`config.mk`:
```
export PLATFORM = sky130hd
export DESIGN_NAME = utf16_to_utf8_transcoder_unit
export DESIGN_NICKNAME = d
export VERILOG_FILES = /design/src/hw/rtl/u16u8_pkg.sv /design/src/hw/rtl/u16u8_front.sv /design/src/hw/rtl/u16u8_cmd_fifo.sv /design/src/hw/rtl/u16u8_back.sv /design/src/hw/rtl/utf16_to_utf8_transcoder_unit.sv
export SDC_FILE = /design/constraint.sdc
export NUM_CORES = 1
export LEC_CHECK = 0
export BUFFER_PORTS_ARGS = -buffer_cell sky130_fd_sc_hd__buf_4
export CAP_MARGIN = 20
export CORE_AREA = 8 8 92 135
export DETAILED_ROUTE_END_ITERATION = 6
export DIE_AREA = 0 0 100 143
export PLACE_DENSITY = 0.76
export SETUP_SLACK_MARGIN = 0.1
export SLEW_MARGIN = 20
export SYNTH_ARGS = -nofsm -noshare
export SYNTH_HDL_FRONTEND = slang
export SYNTH_SLANG_ARGS = --single-unit
```
`constraint.sdc`:
```
create_clock -name clk -period 2.4 [get_ports clk]
set_input_delay 0.36 -clock clk [delete_from_list [all_inputs] [get_ports clk]]
set_output_delay 0.36 -clock clk [all_outputs]
set_load 0.01 [all_outputs]
```
`src/hw/rtl/u16u8_pkg.sv`:
```
// Shared types, constants and byte-encoding helpers for the UTF-16 to UTF-8 transcoder.
// Used by the front end, the command queue, the byte sequencer and the top level.
package u16u8_pkg;

  localparam logic [15:0] HIGH_SURR_FIRST = 16'hD800;
  localparam logic [15:0] HIGH_SURR_LAST  = 16'hDBFF;
  localparam logic [15:0] LOW_SURR_FIRST  = 16'hDC00;
  localparam logic [15:0] LOW_SURR_LAST   = 16'hDFFF;
  localparam logic [20:0] REPLACEMENT_CP  = 21'h00FFFD;
  localparam logic [20:0] SUPP_BASE       = 21'h010000;
  localparam logic [20:0] ONE_BYTE_MAX    = 21'h00007F;
  localparam logic [20:0] TWO_BYTE_MAX    = 21'h0007FF;
  localparam logic [20:0] THREE_BYTE_MAX  = 21'h00FFFF;
  localparam logic [7:0]  LEAD2_MARK      = 8'hC0;
  localparam logic [7:0]  LEAD3_MARK      = 8'hE0;
  localparam logic [7:0]  LEAD4_MARK      = 8'hF0;
  localparam logic [7:0]  CONT_MARK       = 8'h80;

  typedef struct packed {
    logic [15:0] code_unit;
    logic        last_unit;
  } in_word_t;

  typedef struct packed {
    logic [7:0] out_byte;
    logic       run_last;
    logic       string_end;
  } out_word_t;

  // One command per input unit that yields bytes: an optional leading U+FFFD
  // for a dropped high surrogate, then an optional code point.
  typedef struct packed {
    logic        lead_repl;
    logic        has_point;
    logic [20:0] point;
    logic        last;
  } cmd_t;

  // Number of UTF-8 bytes for a code point, minus one.
  function automatic logic [1:0] byte_count_m1(input logic [20:0] cp);
    logic [1:0] n;
    if (cp <= ONE_BYTE_MAX) begin
      n = 2'd0;
    end else if (cp <= TWO_BYTE_MAX) begin
      n = 2'd1;
    end else if (cp <= THREE_BYTE_MAX) begin
      n = 2'd2;
    end else begin
      n = 2'd3;
    end
    return n;
  endfunction

  // Byte number idx of the encoding of cp, where n is the byte count minus one.
  function automatic logic [7:0] utf8_byte(input logic [20:0] cp, input logic [1:0] idx,
                                           input logic [1:0] n);
    logic [7:0] b;
    b = CONT_MARK | {2'b00, cp[5:0]};
    case (n)
      2'd0: b = cp[7:0];
      2'd1: begin
        case (idx)
          2'd0:    b = LEAD2_MARK | {3'b000, cp[10:6]};
          default: b = CONT_MARK | {2'b00, cp[5:0]};
        endcase
      end
      2'd2: begin
        case (idx)
          2'd0:    b = LEAD3_MARK | {4'b0000, cp[15:12]};
          2'd1:    b = CONT_MARK | {2'b00, cp[11:6]};
          default: b = CONT_MARK | {2'b00, cp[5:0]};
        endcase
      end
      default: begin
        case (idx)
          2'd0:    b = LEAD4_MARK | {5'b00000, cp[20:18]};
          2'd1:    b = CONT_MARK | {2'b00, cp[17:12]};
          2'd2:    b = CONT_MARK | {2'b00, cp[11:6]};
          default: b = CONT_MARK | {2'b00, cp[5:0]};
        endcase
      end
    endcase
    return b;
  endfunction

endpackage

```
`src/hw/rtl/u16u8_front.sv`:
```
// Front end: accepts UTF-16 code units, pairs surrogates and classifies each unit.
// Depends on u16u8_pkg; pushes commands into the command queue.
module u16u8_front (
  input  logic                clk,
  input  logic                rst_n,
  input  logic                in_valid,
  input  u16u8_pkg::in_word_t in_word,
  input  logic                q_full,
  output logic                in_stall,
  output logic                push,
  output u16u8_pkg::cmd_t     push_cmd
);

  logic       held_valid_r, held_valid_nxt;
  logic [9:0] held_bits_r, held_bits_nxt;
  logic       accept;
  logic       is_high, is_low;
  logic [15:0] unit;
  logic        last;

  assign unit     = in_word.code_unit;
  assign last     = in_word.last_unit;
  assign in_stall = q_full;
  assign accept   = in_valid && !q_full;

  assign is_high = unit inside {[u16u8_pkg::HIGH_SURR_FIRST:u16u8_pkg::HIGH_SURR_LAST]};
  assign is_low  = unit inside {[u16u8_pkg::LOW_SURR_FIRST:u16u8_pkg::LOW_SURR_LAST]};

  always_comb begin
    push_cmd.lead_repl = 1'b0;
    push_cmd.has_point = 1'b1;
    push_cmd.point     = {5'd0, unit};
    push_cmd.last      = last;
    held_valid_nxt     = 1'b0;
    held_bits_nxt      = 10'd0;
    if (held_valid_r && is_low) begin
      // Complete surrogate pair.
      push_cmd.point = u16u8_pkg::SUPP_BASE + {1'b0, held_bits_r, unit[9:0]};
    end else begin
      push_cmd.lead_repl = held_valid_r;
      if (is_high) begin
        if (last) begin
          push_cmd.point = u16u8_pkg::REPLACEMENT_CP;
        end else begin
          push_cmd.has_point = 1'b0;
          held_valid_nxt     = 1'b1;
          held_bits_nxt      = unit[9:0];
        end
      end else if (is_low) begin
        push_cmd.point = u16u8_pkg::REPLACEMENT_CP;
      end
    end
    push = accept && (push_cmd.lead_repl || push_cmd.has_point);
  end

  always_ff @(posedge clk) begin
    if (!rst_n) begin
      held_valid_r <= 1'b0;
      held_bits_r  <= 10'd0;
    end else if (accept) begin
      held_valid_r <= held_valid_nxt;
      held_bits_r  <= held_bits_nxt;
    end
  end

endmodule

```
`src/hw/rtl/u16u8_cmd_fifo.sv`:
```
// Two-entry command queue between the front end and the byte sequencer.
// Depends on u16u8_pkg for the command type.
module u16u8_cmd_fifo (
  input  logic            clk,
  input  logic            rst_n,
  input  logic            push,
  input  u16u8_pkg::cmd_t push_cmd,
  input  logic            pop,
  output logic            full,
  output logic            not_empty,
  output u16u8_pkg::cmd_t head
);

  u16u8_pkg::cmd_t mem_r [2];
  logic       wr_ptr_r, wr_ptr_nxt;
  logic       rd_ptr_r, rd_ptr_nxt;
  logic [1:0] count_r, count_nxt;

  assign full      = (count_r == 2'd2);
  assign not_empty = (count_r != 2'd0);
  assign head      = mem_r[rd_ptr_r];

  always_comb begin
    wr_ptr_nxt = push ? ~wr_ptr_r : wr_ptr_r;
    rd_ptr_nxt = pop ? ~rd_ptr_r : rd_ptr_r;
    count_nxt  = count_r + {1'b0, push} - {1'b0, pop};
  end

  always_ff @(posedge clk) begin
    if (push) begin
      mem_r[wr_ptr_r] <= push_cmd;
    end
  end

  always_ff @(posedge clk) begin
    if (!rst_n) begin
      wr_ptr_r <= 1'b0;
      rd_ptr_r <= 1'b0;
      count_r  <= 2'd0;
    end else begin
      wr_ptr_r <= wr_ptr_nxt;
      rd_ptr_r <= rd_ptr_nxt;
      count_r  <= count_nxt;
    end
  end

endmodule

```
`src/hw/rtl/u16u8_back.sv`:
```
// Byte sequencer: turns queued commands into UTF-8 bytes, one per cycle while the output is not stalled.
// Depends on u16u8_pkg; drives the registered output word.
module u16u8_back (
  input  logic                 clk,
  input  logic                 rst_n,
  input  logic                 q_not_empty,
  input  u16u8_pkg::cmd_t      q_head,
  output logic                 pop,
  output logic                 out_valid,
  input  logic                 out_stall,
  output u16u8_pkg::out_word_t out_word
);

  logic        busy_r, busy_nxt;
  logic [20:0] pt_r, pt_nxt;
  logic [1:0]  idx_r, idx_nxt;
  logic [1:0]  n_r, n_nxt;
  logic        second_valid_r, second_valid_nxt;
  logic [20:0] second_pt_r, second_pt_nxt;
  logic        last_r, last_nxt;
  logic        out_valid_r, out_valid_nxt;
  u16u8_pkg::out_word_t out_word_r, out_word_nxt;
  logic        emit, point_done, cmd_done;

  assign out_valid = out_valid_r;
  assign out_word  = out_word_r;

  always_comb begin
    emit       = busy_r && (!out_valid_r || !out_stall);
    point_done = (idx_r == n_r);
    cmd_done   = point_done && !second_valid_r;
    pop        = q_not_empty && (!busy_r || (emit && cmd_done));

    busy_nxt         = busy_r;
    pt_nxt           = pt_r;
    idx_nxt          = idx_r;
    n_nxt            = n_r;
    second_valid_nxt = second_valid_r;
    second_pt_nxt    = second_pt_r;
    last_nxt         = last_r;
    out_valid_nxt    = out_valid_r && out_stall;
    out_word_nxt     = out_word_r;

    if (emit) begin
      out_valid_nxt           = 1'b1;
      out_word_nxt.out_byte   = u16u8_pkg::utf8_byte(pt_r, idx_r, n_r);
      out_word_nxt.run_last   = cmd_done;
      out_word_nxt.string_end = cmd_done && last_r;
      if (!point_done) begin
        idx_nxt = idx_r + 2'd1;
      end else if (second_valid_r) begin
        pt_nxt           = second_pt_r;
        n_nxt            = u16u8_pkg::byte_count_m1(second_pt_r);
        idx_nxt          = 2'd0;
        second_valid_nxt = 1'b0;
      end else begin
        busy_nxt = 1'b0;
      end
    end

    if (pop) begin
      busy_nxt      = 1'b1;
      idx_nxt       = 2'd0;
      last_nxt      = q_head.last;
      second_pt_nxt = q_head.point;
      if (q_head.lead_repl) begin
        pt_nxt           = u16u8_pkg::REPLACEMENT_CP;
        second_valid_nxt = q_head.has_point;
      end else begin
        pt_nxt           = q_head.point;
        second_valid_nxt = 1'b0;
      end
      n_nxt = u16u8_pkg::byte_count_m1(pt_nxt);
    end
  end

  always_ff @(posedge clk) begin
    pt_r        <= pt_nxt;
    idx_r       <= idx_nxt;
    n_r         <= n_nxt;
    second_pt_r <= second_pt_nxt;
    last_r      <= last_nxt;
    out_word_r  <= out_word_nxt;
  end

  always_ff @(posedge clk) begin
    if (!rst_n) begin
      busy_r         <= 1'b0;
      second_valid_r <= 1'b0;
      out_valid_r    <= 1'b0;
    end else begin
      busy_r         <= busy_nxt;
      second_valid_r <= second_valid_nxt;
      out_valid_r    <= out_valid_nxt;
    end
  end

endmodule

```
`src/hw/rtl/utf16_to_utf8_transcoder_unit.sv`:
```
// UTF-16 to UTF-8 transcoder, top level.
// Depends on u16u8_pkg, u16u8_front, u16u8_cmd_fifo and u16u8_back.
//
// Usage: the input channel (in_valid, in_word, in_stall) takes one UTF-16
// code unit per word together with a mark for the last unit of a string.
// The output channel (out_valid, out_word, out_stall) gives one UTF-8 byte
// per word; run_last flags the final byte caused by one input word and
// string_end the final byte of the string. A high surrogate that is not
// last yields no bytes until the next word decides its fate; unpaired
// surrogates come out as U+FFFD.
// The front end classifies each word in the cycle it is accepted and puts
// a command into a two-entry queue. The byte sequencer pops commands and
// sends one byte per cycle while the output is not stalled. An input word
// yields no bytes for a held high surrogate, one to four for a unit on its
// own, up to six when the U+FFFD of a dropped high surrogate comes before
// the new unit's bytes. The single output byte per cycle sets the sustained
// rate. Synchronous reset clears the held surrogate, the queue and the
// output valid flag. A stalled output holds its word; the queue then
// fills and in_stall rises while the front end waits.
module utf16_to_utf8_transcoder_unit (
  input  logic                 clk,
  input  logic                 rst_n,
  input  logic                 in_valid,
  input  u16u8_pkg::in_word_t  in_word,
  output logic                 in_stall,
  output logic                 out_valid,
  output u16u8_pkg::out_word_t out_word,
  input  logic                 out_stall
);

  logic            push, pop, q_full, q_not_empty;
  u16u8_pkg::cmd_t push_cmd, q_head;

  u16u8_front u_front (
    .clk      (clk),
    .rst_n    (rst_n),
    .in_valid (in_valid),
    .in_word  (in_word),
    .q_full   (q_full),
    .in_stall (in_stall),
    .push     (push),
    .push_cmd (push_cmd)
  );

  u16u8_cmd_fifo u_fifo (
    .clk       (clk),
    .rst_n     (rst_n),
    .push      (push),
    .push_cmd  (push_cmd),
    .pop       (pop),
    .full      (q_full),
    .not_empty (q_not_empty),
    .head      (q_head)
  );

  u16u8_back u_back (
    .clk         (clk),
    .rst_n       (rst_n),
    .q_not_empty (q_not_empty),
    .q_head      (q_head),
    .pop         (pop),
    .out_valid   (out_valid),
    .out_stall   (out_stall),
    .out_word    (out_word)
  );

endmodule
```
== Word-level counts from Yosys, hierarchy flattened ==
Memories as Yosys holds them, arrays and structs flattened. A register that Yosys moved wholly into a read port is not among the register bits.
Index checks and enable logic that the tools add are counted.

* Memories: 1
* Logic and storage cells: 118
* Bits in read-only memories: 0
* Memory bits (writable): 48
* Output and inout bits: 12
* Input port bits: 21
* Latch bits: 0
* Bits in registers: 75

* Magnitude comparators: 10
* Muxes and demuxes: 48
* Reduce and logical (&&, ||, !) cells: 29
* $mul: 0
* Shift operators: 0
* Div/mod/pow operators: 0
* Add/subtract/negate cells: 4
* Bitwise operators: 2
* Eq/ne operators: 8

{| class="wikitable"
|+ Memories
! memory !! depth !! width !! rd ports !! clocked after memory_dff !! write ports !! line !! source
|-
| u_fifo.mem_r || 2 || 24 || 1 || 1 || 1 || u16u8_cmd_fifo.sv:14 || <nowiki>u16u8_pkg::cmd_t mem_r [2];</nowiki>
|}

{| class="wikitable"
|+ Operator list
! cell !! number
|-
| $mux 21 || 8
|-
| $le 21x11->1 const B || 2
|-
| $le 21x16->1 const B || 2
|-
| $le 21x7->1 const B || 2
|-
| $ge 16x16->1 const B || 2
|-
| $le 16x16->1 const B || 2
|-
| $mux 16 || 2
|-
| $mux 10 || 3
|-
| $pmux 8 s3 || 1
|-
| $mux 2 || 11
|-
| $add 17x20->21 const A || 1
|-
| $pmux 7 s3 || 1
|-
| $mux 1 || 20
|-
| $pmux 7 s2 || 1
|-
| $logic_and 1x1->1 || 11
|-
| $reduce_bool 2->1 || 4
|-
| $mux 7 || 1
|-
| $eq 2x2->1 const B || 3
|-
| $reduce_and 3->1 || 2
|-
| $logic_not 1->1 || 5
|-
| $eq 2x1->1 const B || 2
|-
| $logic_not 2->1 || 2
|-
| $reduce_and 2->1 || 2
|-
| $logic_or 1x1->1 || 3
|-
| 7 further kinds || 8
|}

== Logic depth before layout (Yosys ltp) ==
Gate-level depths: netlist of run 1.

* Depth in word-level cells: 12
* Gate-level depth with buffers: 11
* Mapped depth without buffers: 9

== Cells and area by module ==
Synthesis of run 1 repeated with hierarchy kept, for this count alone.

* Cells, all modules: 411
* Area, all modules: 5,530.3 sq um

{| class="wikitable"
|+ Modules (own cells, without submodules)
! module !! instances !! sequential area each (sq um) !! cells an instance !! area an instance (sq um)
|-
| u16u8_back || 1 || 1,751.7 || 242 || 2,807.7
|-
| u16u8_cmd_fifo || 1 || 1,541.5 || 96 || 2,065.7
|-
| u16u8_front || 1 || 220.2 || 73 || 656.9
|}

== Least setup slack after synthesis of run 1 ==
No wires, ideal clock.

* Path kind: register -> register
* From: reg u_fifo.count_r[0]
* To: mem u_fifo.mem_r[1][0] (netlist name), enable pin
* Setup slack: -216 ps
* Buffers on the path: 2
* Library setup time: 405 ps
* Clock period less this slack: 2,616 ps
* Cell stages (with the launch flop): 7
* Arrival time: 2,211 ps
* Data required time: 1,995 ps
* Cells stage by stage: dfxtp_1 > nand2b_1 > and2_1 > clkbuf_1 > clkbuf_1 > nand2_1 > nor2_1

* Longest elaborated chain between the ends: 6

{| class="wikitable"
|+ RTL lines
! element !! line !! source
|-
| start: declaration || u16u8_cmd_fifo.sv:17 || <nowiki>logic [1:0] count_r, count_nxt;</nowiki>
|-
| start signal: assignment || u16u8_cmd_fifo.sv:43 || <nowiki>count_r <= count_nxt;</nowiki>
|-
| $eq 2x2->1 || u16u8_cmd_fifo.sv:19 || <nowiki>assign full = (count_r == 2'd2);</nowiki>
|-
| $logic_not 1->1 || u16u8_front.sv:24 || <nowiki>assign accept = in_valid && !q_full;</nowiki>
|-
| $logic_and 1x1->1 || u16u8_front.sv:24 ||
|-
| $logic_and 1x1->1 || u16u8_front.sv:53 || <nowiki>push = accept && (push_cmd.lead_repl || push_cmd.has_point);</nowiki>
|-
| $mux 1 || u16u8_cmd_fifo.sv:30 || <nowiki>if (push) begin</nowiki>
|-
| $mux 1 (not written as such) || u16u8_cmd_fifo.sv:31 || <nowiki>mem_r[wr_ptr_r] <= push_cmd;</nowiki>
|-
| end: declaration || u16u8_cmd_fifo.sv:14 ||
|}

Every way passes these cells.

== Worst setup path in the final report of run 1 ==
* From: reg u_back.n_r[1]
* To: reg u_back.pt_r[20], enable pin

* Longest elaborated chain between the ends: 7
* Elaborated cells on any way between the ends: 9
* Those cells by class: 1 x eq/ne; 8 x reduce/logical

{| class="wikitable"
|+ RTL lines
! element !! line !! source
|-
| start: declaration || u16u8_back.sv:17 || <nowiki>logic [1:0] n_r, n_nxt;</nowiki>
|-
| start signal: assignment || u16u8_back.sv:80 || <nowiki>n_r <= n_nxt;</nowiki>
|-
| $eq 2x2->1 * || u16u8_back.sv:30 || <nowiki>point_done = (idx_r == n_r);</nowiki>
|-
| $logic_and 1x1->1 || u16u8_back.sv:31 || <nowiki>cmd_done = point_done && !second_valid_r;</nowiki>
|-
| $logic_and 1x1->1 || u16u8_back.sv:32 || <nowiki>pop = q_not_empty && (!busy_r || (emit && cmd_done));</nowiki>
|-
| $logic_or 1x1->1 || u16u8_back.sv:32 ||
|-
| $logic_and 1x1->1 || u16u8_back.sv:32 ||
|-
| $reduce_bool 2->1 (no line) || -- ||
|-
| $reduce_and 3->1 (no line) * || -- ||
|-
| end signal: assignment || u16u8_back.sv:78 || <nowiki>pt_r <= pt_nxt;</nowiki>
|-
| end: declaration || u16u8_back.sv:15 || <nowiki>logic [20:0] pt_r, pt_nxt;</nowiki>
|}

Mark *: on every way between the ends. The rest lies on a longest branch, timed or not.
A chain may end at the register's enable or synchronous reset.

==> results of run 1 <==
[cells by family (layout without fill, tap and decap cells)]
kind of cell / Yosys count / in the layout / synth area share
simple gates: 133 / 133 / 0.117
buf+inv: 39 / 92 / 0.0290
fa+ha+maj: 12 / 12 / 0.0274
mux: 30 / 30 / 0.0606
compound gates: 94 / 94 / 0.113
xor+xnor: 7 / 7 / 0.0112
flops: 124 / 124 / 0.642
[flip-flops by register name (all words and copies together), names as in the netlist, named ones only]
name	cells
u_front.held_valid_r	1
u_fifo.wr_ptr_r	1
u_back.second_pt_r	21
u_fifo.count_r	2
u_back.out_valid	1
u_fifo.rd_ptr_r	1
u_back.busy_r	1
u_front.held_bits_r	10
u_back.last_r	1
u_back.n_r	2
u_back.second_valid_r	1
u_fifo.mem_r	48
u_back.out_word	10
u_back.pt_r	21
u_back.idx_r	2
[cell usage in the layout, fill, tap and decap left out, drive strengths merged, types with 5 or more instances in the layout]
cell type,n
dfxtp,21
buf,40
nand3,22
edfxtp,103
mux2,25
nand2b,12
o21ai,14
o21a,5
a221o,5
inv,18
nor4,5
nand2,27
a21oi,39
clkbuf,22
ha,12
nor2,41
clkinv,10
nor3,6
mux2i,5
and2,7
[critical path: stages, from the launching register on]
cell      delay [ns]
edfxtp_1        0.44
xor2_1          0.22
o41ai_4         0.43
buf_12          0.33
a21o_1          0.17
buf_12          0.17
[worst max path at each step]
stage,startpoint,cells after the start,endpoint,slack (ns)
after global routing,u_back.idx_r[0],6,u_back.out_word[2],0.18
final,u_back.n_r[1],5,u_back.pt_r[20],0.32
after detailed placement,u_back.n_r[1],5,u_back.pt_r[20],0.33
after global placement,u_back.n_r[1],8,u_fifo.count_r[1],0.36
after CTS,u_back.n_r[1],8,u_fifo.count_r[1],0.30
after floorplan,u_back.n_r[1],4,u_back.n_r[0],0.10
[area by class of cell]
cell class                      count  share of cell area
Sequential cell                   124               0.546
Clock inverter                     10              0.0117
Clock buffer                       22              0.0691
Inverter                           20              0.0117
Tap cell                          144              0.0280
Multi-Input combinational cell    276               0.281
Timing Repair Buffer               40              0.0525
[Yosys cell counts, drive strengths merged (3+ instances only)]
library cell / instances
a21o: 3
a221o: 5
xor2: 4
dfxtp: 21
mux2i: 5
ha: 12
o22ai: 4
o21ai: 14
nand3: 22
nand2: 27
a221oi: 3
nor2: 41
nor3: 6
buf: 8
edfxtp: 103
a21oi: 39
clkbuf: 11
a22oi: 4
mux2: 25
nor4: 5
o21a: 5
nand2b: 12
xnor2: 3
inv: 18
and2: 7
a222oi: 3
[through the flow]
step	cell area [um2]	hold slack (ns)	cells
2_1_floorplan	5480	0.429	439
3_3_place_gp	5910	0.446	604
3_5_place_dp	5910	0.461	604
4_1_cts	6430	0.154	636
5_1_grt	6430	0.165	636
6_report	6430	0.173	636
[per-layer routing]
| layer | up-vias | wire length, um |
|---|---|---|
| li1 | 1720 | - |
| met1 | 1715 | 4020 |
| met2 | 89 | 5930 |
| met3 | 32 | 373 |
| met4 | 0 | 364 |
| met5 | - | 0 |
[report_power, final]
part / switching, mW / leakage (nW) / total [mW] / internal, mW
Sequential: 0.313 / 1.14 / 3.46 / 3.15
Clock: 0.847 / 0.256 / 2.25 / 1.40
Combinational: 1.15 / 0.960 / 1.94 / 0.799
Total: 2.31 / 2.35 / 7.65 / 5.35
==> run summary, run 1 <==
Status: finished clean
GRT Total Usage: 0.158
Die area: 14,300 um2
Post-synth EDFFs: 103
Setup bufs post-CTS: 0
Synth area leaders: edfxtp_1 56%, dfxtp_1 7.7%, mux2_2 5.1%
Cell area after synthesis: 5480 um2
Max-slew violations: 0
Worst Path Max Fanout: 72
Initial DRT Pass Iterations: 5
Final WS setup: 0.315 ns
Share of layout cells above drive strength 1: 0.189
Vias: 3,556
Pre-CTS setup slack: 0.331 ns
CTS max path bufs: 2
Die X: 100 um
R2R Setup Slk: 0.32 ns
Hold Vio Cnt, Final: 0
H-tree Lvls: 4
Per-cell routed wire length: 16.8 um
Initial antenna violation count: 0
Post-DRT Antenna Nets: 0
HP Start: rst_n
Seq/Total Area, Yosys: 0.642
Crit path kind: flip-flop to flip-flop
Global Route met2 Usage: 0.295
Worst Skew: 0.00721 ns
Via density per instance: 5.59
Actual slew at the worst max-slew pin: 0.513 ns
Max Cap Viol: 0
Worst Path Required: 2.51 ns
Cts repair resizes: 0
Number of diodes: 0
Crit. End Element: flip-flop
Global route overflow: 0
Placer Congestion: 0.936
Clock root buffer: clkbuf_16
Layout area overhead: 17.5%
FF-to-FF Start: u_back.n_r[1]
Power, Total: 7.65 mW
Mean area per synthesized cell: 12.5 um2
Starting Density: 0.523
Vias in the first global route: 3,666
Total clock sinks: 124
Cell count after synthesis: 439
GRT met3 Usage: 0.0439
Register area: 3510 um2
Post-synth net total: 472
Pwr Density: 1190 nW/um2
Post-synthesis cell type with the largest combined area: edfxtp_1
GRT busiest layer: met2
Core Util, Final: 0.614
Die Ht: 143 um
DRT iter0 DRCs: 203
Maximum vdd drop: 0.692 mV
First-pass GRT wire length: 17.3 mm
DP HPWL: 7.46 mm
Final WL: 10.7 mm
Startpoint Class: flip-flop
FFs w/ async S/R, synth: 0
Largest net degree at the start of global routing: 73
Max frequency: 0.480 GHz
WP data arrival: 2.20 ns
Hold EP: u_back.out_valid
Num CTS Buffers: 17
Post-CTS Hold Buffers: 0
Final-stage net count: 512
FF-to-FF path depth: 5
# DRC: 0
R2R Path End: u_back.pt_r[20]
CTS clk-pin slew, worst paths: 0.05 ns
# IOs: 33
Max-slew headroom: 0.658
Seq cells post-synth: 124
Distinct cells, synth: 50
Area of the multi-input gates: 1810 um2
Commonest register cell after synthesis: edfxtp_1
Setup Viol. Count Final: 0
Worst min path class: input port to flip-flop
Final worst-path cycle share: 0.869
Core area: 10,500 um2
TritonCTS clock tree: built
Setup tns final: 0 ns
Unrepaired setup endpoints after global routing: no
GRT met1 Usage: 0.145
Ys Warns: 0
Leakage power: 2.35 nW
Skew-Pair Late Insertion Delay: 0.41 ns
Final worst path period need: 2.08 ns
# port buffers: 32
# fillers: 825
Hold Crit Depth: 2
FP Rows: 46
Area share of the largest cell type after synthesis: 0.565
Power figures use the tool's default switching activity.
==> inputs of run 2 (changes only) <==
--- a/config.mk
+++ b/config.mk
@@ -10,7 +10,7 @@
 export CORE_AREA = 8 8 92 135
 export DETAILED_ROUTE_END_ITERATION = 6
 export DIE_AREA = 0 0 100 143
-export PLACE_DENSITY = 0.76
+export PLACE_DENSITY = 0.82
 export SETUP_SLACK_MARGIN = 0.1
 export SLEW_MARGIN = 20
 export SYNTH_ARGS = -nofsm -noshare
==> run summary, run 2 (synthesized netlist as in run 1, its figures left out) <==
Area after DPL: 5900 um2
Worst min path class: input port to flip-flop
Fin cells: 636
Commonest non-fill, non-tap cell in the layout: edfxtp_1
Actual slew at the worst max-slew pin: 0.532 ns
Max frequency: 0.472 GHz
# fillers: 787
HP Start: in_word[0]
Maximum vdd drop: 0.690 mV
Largest net degree at the start of global routing: 73
Most frequent cells in the layout: 103 x edfxtp_1, 40 x nor2_1, 39 x a21oi_1
Die Ht: 143 um
Setup Viol. Count Final: 0
Final worst path period need: 2.12 ns
FP Rows: 46
Seq pwr share: 0.446
Max-slew headroom: 0.645
Vias: 3,535
Placer Congestion: 0.879
Share of layout cells above drive strength 1: 0.199
Starting Density: 0.523
Hold Vio Cnt, Final: 0
CTS max path bufs: 2
Crit path kind: flip-flop to flip-flop
Pwr Density: 1200 nW/um2
Post-DRT Antenna Nets: 0
Die X: 100 um
Final worst-path cycle share: 0.883
Initial DRT Pass Iterations: 4
Largest Register: u_fifo.mem_r
Sw Share: 0.304
Vias in the first global route: 3,729
# IOs: 33
Max reg flops: 48
Largest regs: u_fifo.mem_r x48, u_back.pt_r x21, u_back.second_pt_r x21
Via density per instance: 5.56
Clock root buffer: clkbuf_16
# DRC: 0
Startpoint Class: flip-flop
Layout area overhead: 18.0%
Cts repair resizes: 0
Unrepaired setup endpoints after global routing: no
Comb pwr share: 0.253
Worst Path Required: 2.69 ns
FF-to-FF path depth: 8
Cell-internal power: 5.40 mW
Max-slew violations: 0
Register area: 3510 um2
Skew-Pair Late Insertion Delay: 0.42 ns
Final WL: 10.7 mm
Setup bufs post-CTS: 0
Hold Crit Depth: 1
Worst Path Max Fanout: 4
Layout Cell Area excl Fill: 6460 um2
Dpl cells: 604
Global route overflow: 0
Clock share of power: 0.301
# port buffers: 32
Total clock sinks: 124
WP data arrival: 2.41 ns
DP HPWL: 7.69 mm
GRT Total Usage: 0.163
R2R Setup Slk: 0.28 ns
Core area: 10,500 um2
Worst Skew: 0.0102 ns
P_sw: 2.36 mW
Post-CTS Hold Buffers: 0
Final-stage net count: 512
Area of the multi-input gates: 1810 um2
DRT iter0 DRCs: 287
Power, Total: 7.76 mW
Final WS setup: 0.280 ns
Hold EP: u_fifo.mem_r[0][0]
Crit. End Element: flip-flop
Status: finished clean
Per-cell routed wire length: 16.9 um
Leakage power: 2.36 nW
Initial antenna violation count: 0
Num CTS Buffers: 17
FF-to-FF Start: u_back.n_r[1]
H-tree Lvls: 4
Pre-CTS setup slack: 0.293 ns
Number of diodes: 0
R2R Path End: u_fifo.count_r[1]
Die area: 14,300 um2
CTS clk-pin slew, worst paths: 0.06 ns
Setup tns final: 0 ns
Max Cap Viol: 0
First-pass GRT wire length: 17.7 mm
TritonCTS clock tree: built
==> run 2: cell count changes in the layout (fill, tap and decap cells not counted), sizes merged <==
cell,before,now
clkinv,10,6
clkinvlp,1,5
bufinv,1,0
clkbuf,22,23
==> run 2: stage by stage <==
stage          hold WS, ns   util
6_report             0.169  0.617
3_5_place_dp         0.448  0.563
3_3_place_gp         0.441  0.563
4_1_cts              0.163  0.617
5_1_grt              0.157  0.617
2_1_floorplan        0.429      -
==> run 2: worst max path at each step <==
stage                              from                end  cells after the start
after floorplan           u_back.n_r[1]      u_back.n_r[0]                      4
after global routing      u_back.n_r[1]  u_fifo.count_r[1]                      8
after CTS                 u_back.n_r[1]  u_fifo.count_r[1]                      8
final                     u_back.n_r[1]  u_fifo.count_r[1]                      8
after global placement    u_back.n_r[1]  u_fifo.count_r[1]                      8
after detailed placement  u_back.n_r[1]  u_fifo.count_r[1]                      8
==> run 2: critical path: stages, from the launching register on <==
cell and delay, ns:
edfxtp_1 0.44, xor2_1 0.21, o41ai_4 0.46, ha_1 0.31
inv_1 0.05, ha_1 0.15, xor2_1 0.19, xnor2_1 0.14
nor2_1 0.05
==> run 2: layer usage <==
metal	share of wire	up-vias	global-route usage	routed length [um]
li1	-	1717	-	-
met1	0.37	1688	0.147	3950
met2	0.56	93	0.302	5970
met3	0.036	37	0.0478	387
met4	0.039	0	0.109	413
met5	0	-	0	0
==> run 2: power by group through the flow <==
stage | clock network (mW) | registers [mW] | logic, mW
3_3_place_gp | 0 | 3.46 | 1.87
4_1_cts | 2.37 | 3.45 | 1.96
6_report | 2.34 | 3.46 | 1.96
2_1_floorplan | 0 | 3.40 | 1.39
5_1_grt | 2.46 | 3.51 | 2.19
3_5_place_dp | 0 | 3.49 | 1.93
==> run 2: final cells by class <==
cell class                 count  area share
clock buffer                  23      0.0773
clock inverter                 9     0.00949
inverter                      20      0.0116
multi-input combinational    276       0.279
sequential                   124       0.544
tap                          144      0.0279
timing repair buffer          40      0.0504
==> inputs of run 3 (changes only) <==
==> constraint.sdc (replaced) <==
create_clock -name clk -period 2.4 [get_ports clk]
set_input_delay 0.24 -clock clk [delete_from_list [all_inputs] [get_ports clk]]
set_output_delay 0.24 -clock clk [all_outputs]
set_load 0.01 [all_outputs]
==> run summary, run 3 (synthesized netlist as in run 1, its figures left out) <==
Most frequent cells in the layout: 103 x edfxtp_1, 40 x nor2_1, 39 x a21oi_1
Post-DRT Antenna Nets: 0
Skew-Pair Late Insertion Delay: 0.41 ns
Worst Path Max Fanout: 72
Final-stage net count: 512
GRT Total Usage: 0.165
Worst min path class: input port to flip-flop
Most used cell, CP: buf_12
Setup Viol. Count Final: 0
Cts repair resizes: 0
Leakage power: 2.38 nW
Die area: 14,300 um2
Unrepaired setup endpoints after global routing: no
R2R Setup Slk: 0.27 ns
Worst path cell trace: xor2_1 -> o41ai_4 -> buf_12 -> a21o_1 -> buf_12
Max incr delay on CP: 0.46 ns
Max reg flops: 48
Total clock sinks: 124
FF-to-FF path depth: 5
Number of diodes: 0
DRT iter0 DRCs: 241
Final worst path period need: 2.13 ns
Commonest non-fill, non-tap cell in the layout: edfxtp_1
Initial antenna violation count: 0
CTS max path bufs: 2
Share of layout cells above drive strength 1: 0.193
Core Util, Final: 0.620
Max-slew violations: 0
Die Ht: 143 um
HP Start: rst_n
Worst Path Required: 2.51 ns
Clock root buffer: clkbuf_16
Vias: 3,548
Max-slew headroom: 0.645
R2R Path End: u_back.pt_r[18]
Largest regs: u_fifo.mem_r x48, u_back.pt_r x21, u_back.second_pt_r x21
Area of the multi-input gates: 1810 um2
Clock share of power: 0.319
Largest net degree at the start of global routing: 73
Core area: 10,500 um2
# fillers: 809
Status: finished clean
Max Cap Viol: 0
Register area: 3510 um2
Initial DRT Pass Iterations: 5
Crit. End Element: flip-flop
Pwr Density: 1230 nW/um2
Die X: 100 um
# DRC: 0
Slowest cell on the critical path: edfxtp_1
Num CTS Buffers: 17
Largest Register: u_fifo.mem_r
Comb pwr share: 0.248
Worst Skew: 0.0103 ns
Max frequency: 0.470 GHz
# IOs: 33
FF-to-FF Start: u_back.n_r[1]
Cell-internal power: 5.60 mW
Seq pwr share: 0.433
Layout area overhead: 18.6%
Starting Density: 0.523
# port buffers: 32
Via density per instance: 5.58
Final worst-path cycle share: 0.887
Crit path kind: flip-flop to flip-flop
Hold EP: u_back.out_valid
Final WL: 11.0 mm
First-pass GRT wire length: 18.1 mm
Setup bufs post-CTS: 0
P_sw: 2.37 mW
DP HPWL: 7.57 mm
Per-cell routed wire length: 17.3 um
CTS clk-pin slew, worst paths: 0.05 ns
Startpoint Class: flip-flop
Sw Share: 0.298
Hold Vio Cnt, Final: 0
WP data arrival: 2.24 ns
Setup tns final: 0 ns
TritonCTS clock tree: built
FP Rows: 46
H-tree Lvls: 4
Placer Congestion: 0.885
Maximum vdd drop: 0.935 mV
Hold Crit Depth: 2
Global route overflow: 0
Vias in the first global route: 3,740
Actual slew at the worst max-slew pin: 0.532 ns
Post-CTS Hold Buffers: 0
-- run 3: metal layers --
metal | part of all wire | track usage | wire, um
met4 | 0.042 | 0.115 | 466
met1 | 0.37 | 0.155 | 4080
met2 | 0.55 | 0.302 | 6020
met3 | 0.037 | 0.0458 | 402
met5 | 0 | 0 | 0
-- run 3: how the worst max path moves through the flow --
stage,from,endpoint,slack [ns],depth (start not counted)
finish,u_back.n_r[1],u_back.pt_r[18],0.27,5
floorplan,u_back.n_r[1],u_back.n_r[0],0.10,4
CTS,u_back.n_r[1],u_back.pt_r[8],0.26,5
global placement,u_back.n_r[1],u_fifo.count_r[1],0.37,8
detailed placement,u_back.n_r[1],u_back.pt_r[15],0.32,4
global route,u_back.n_r[1],u_fifo.count_r[1],0.18,8
-- run 3: per-stage QoR --
step	total power, mW	instance area (um2)	hold WS, ns	instances	setup slack (ns)
6_report	7.97	6490	0.0544	636	0.272
3_3_place_gp	5.33	5900	0.441	604	0.368
4_1_cts	8.01	6490	0.0351	636	0.260
2_1_floorplan	4.79	5480	0.339	439	0.103
5_1_grt	8.37	6490	0.0463	636	0.180
3_5_place_dp	5.42	5900	0.445	604	0.316
-- run 3: area by class of cell --
cell class | instances | area share
clock buffers | 21 | 0.0694
clock inverters | 11 | 0.0222
inverters | 20 | 0.0116
multi-input cells | 276 | 0.278
flip-flops and latches | 124 | 0.541
well taps | 144 | 0.0277
repair buffers | 40 | 0.0501
-- run 3: critical path, delay by kind of cell, from the launching register on --
family | cells | cell delay [ns]
flops | 1 | 0.46
xor+xnor | 1 | 0.22
buf+inv | 2 | 0.51
compound gates | 2 | 0.62
-- run 3: power groups by stage --
stage	combinational [mW]	clock [mW]	sequential, mW
5_1_grt	2.19	2.68	3.50
3_3_place_gp	1.87	0	3.45
2_1_floorplan	1.39	0	3.40
3_5_place_dp	1.94	0	3.48
4_1_cts	1.98	2.59	3.45
6_report	1.98	2.55	3.45
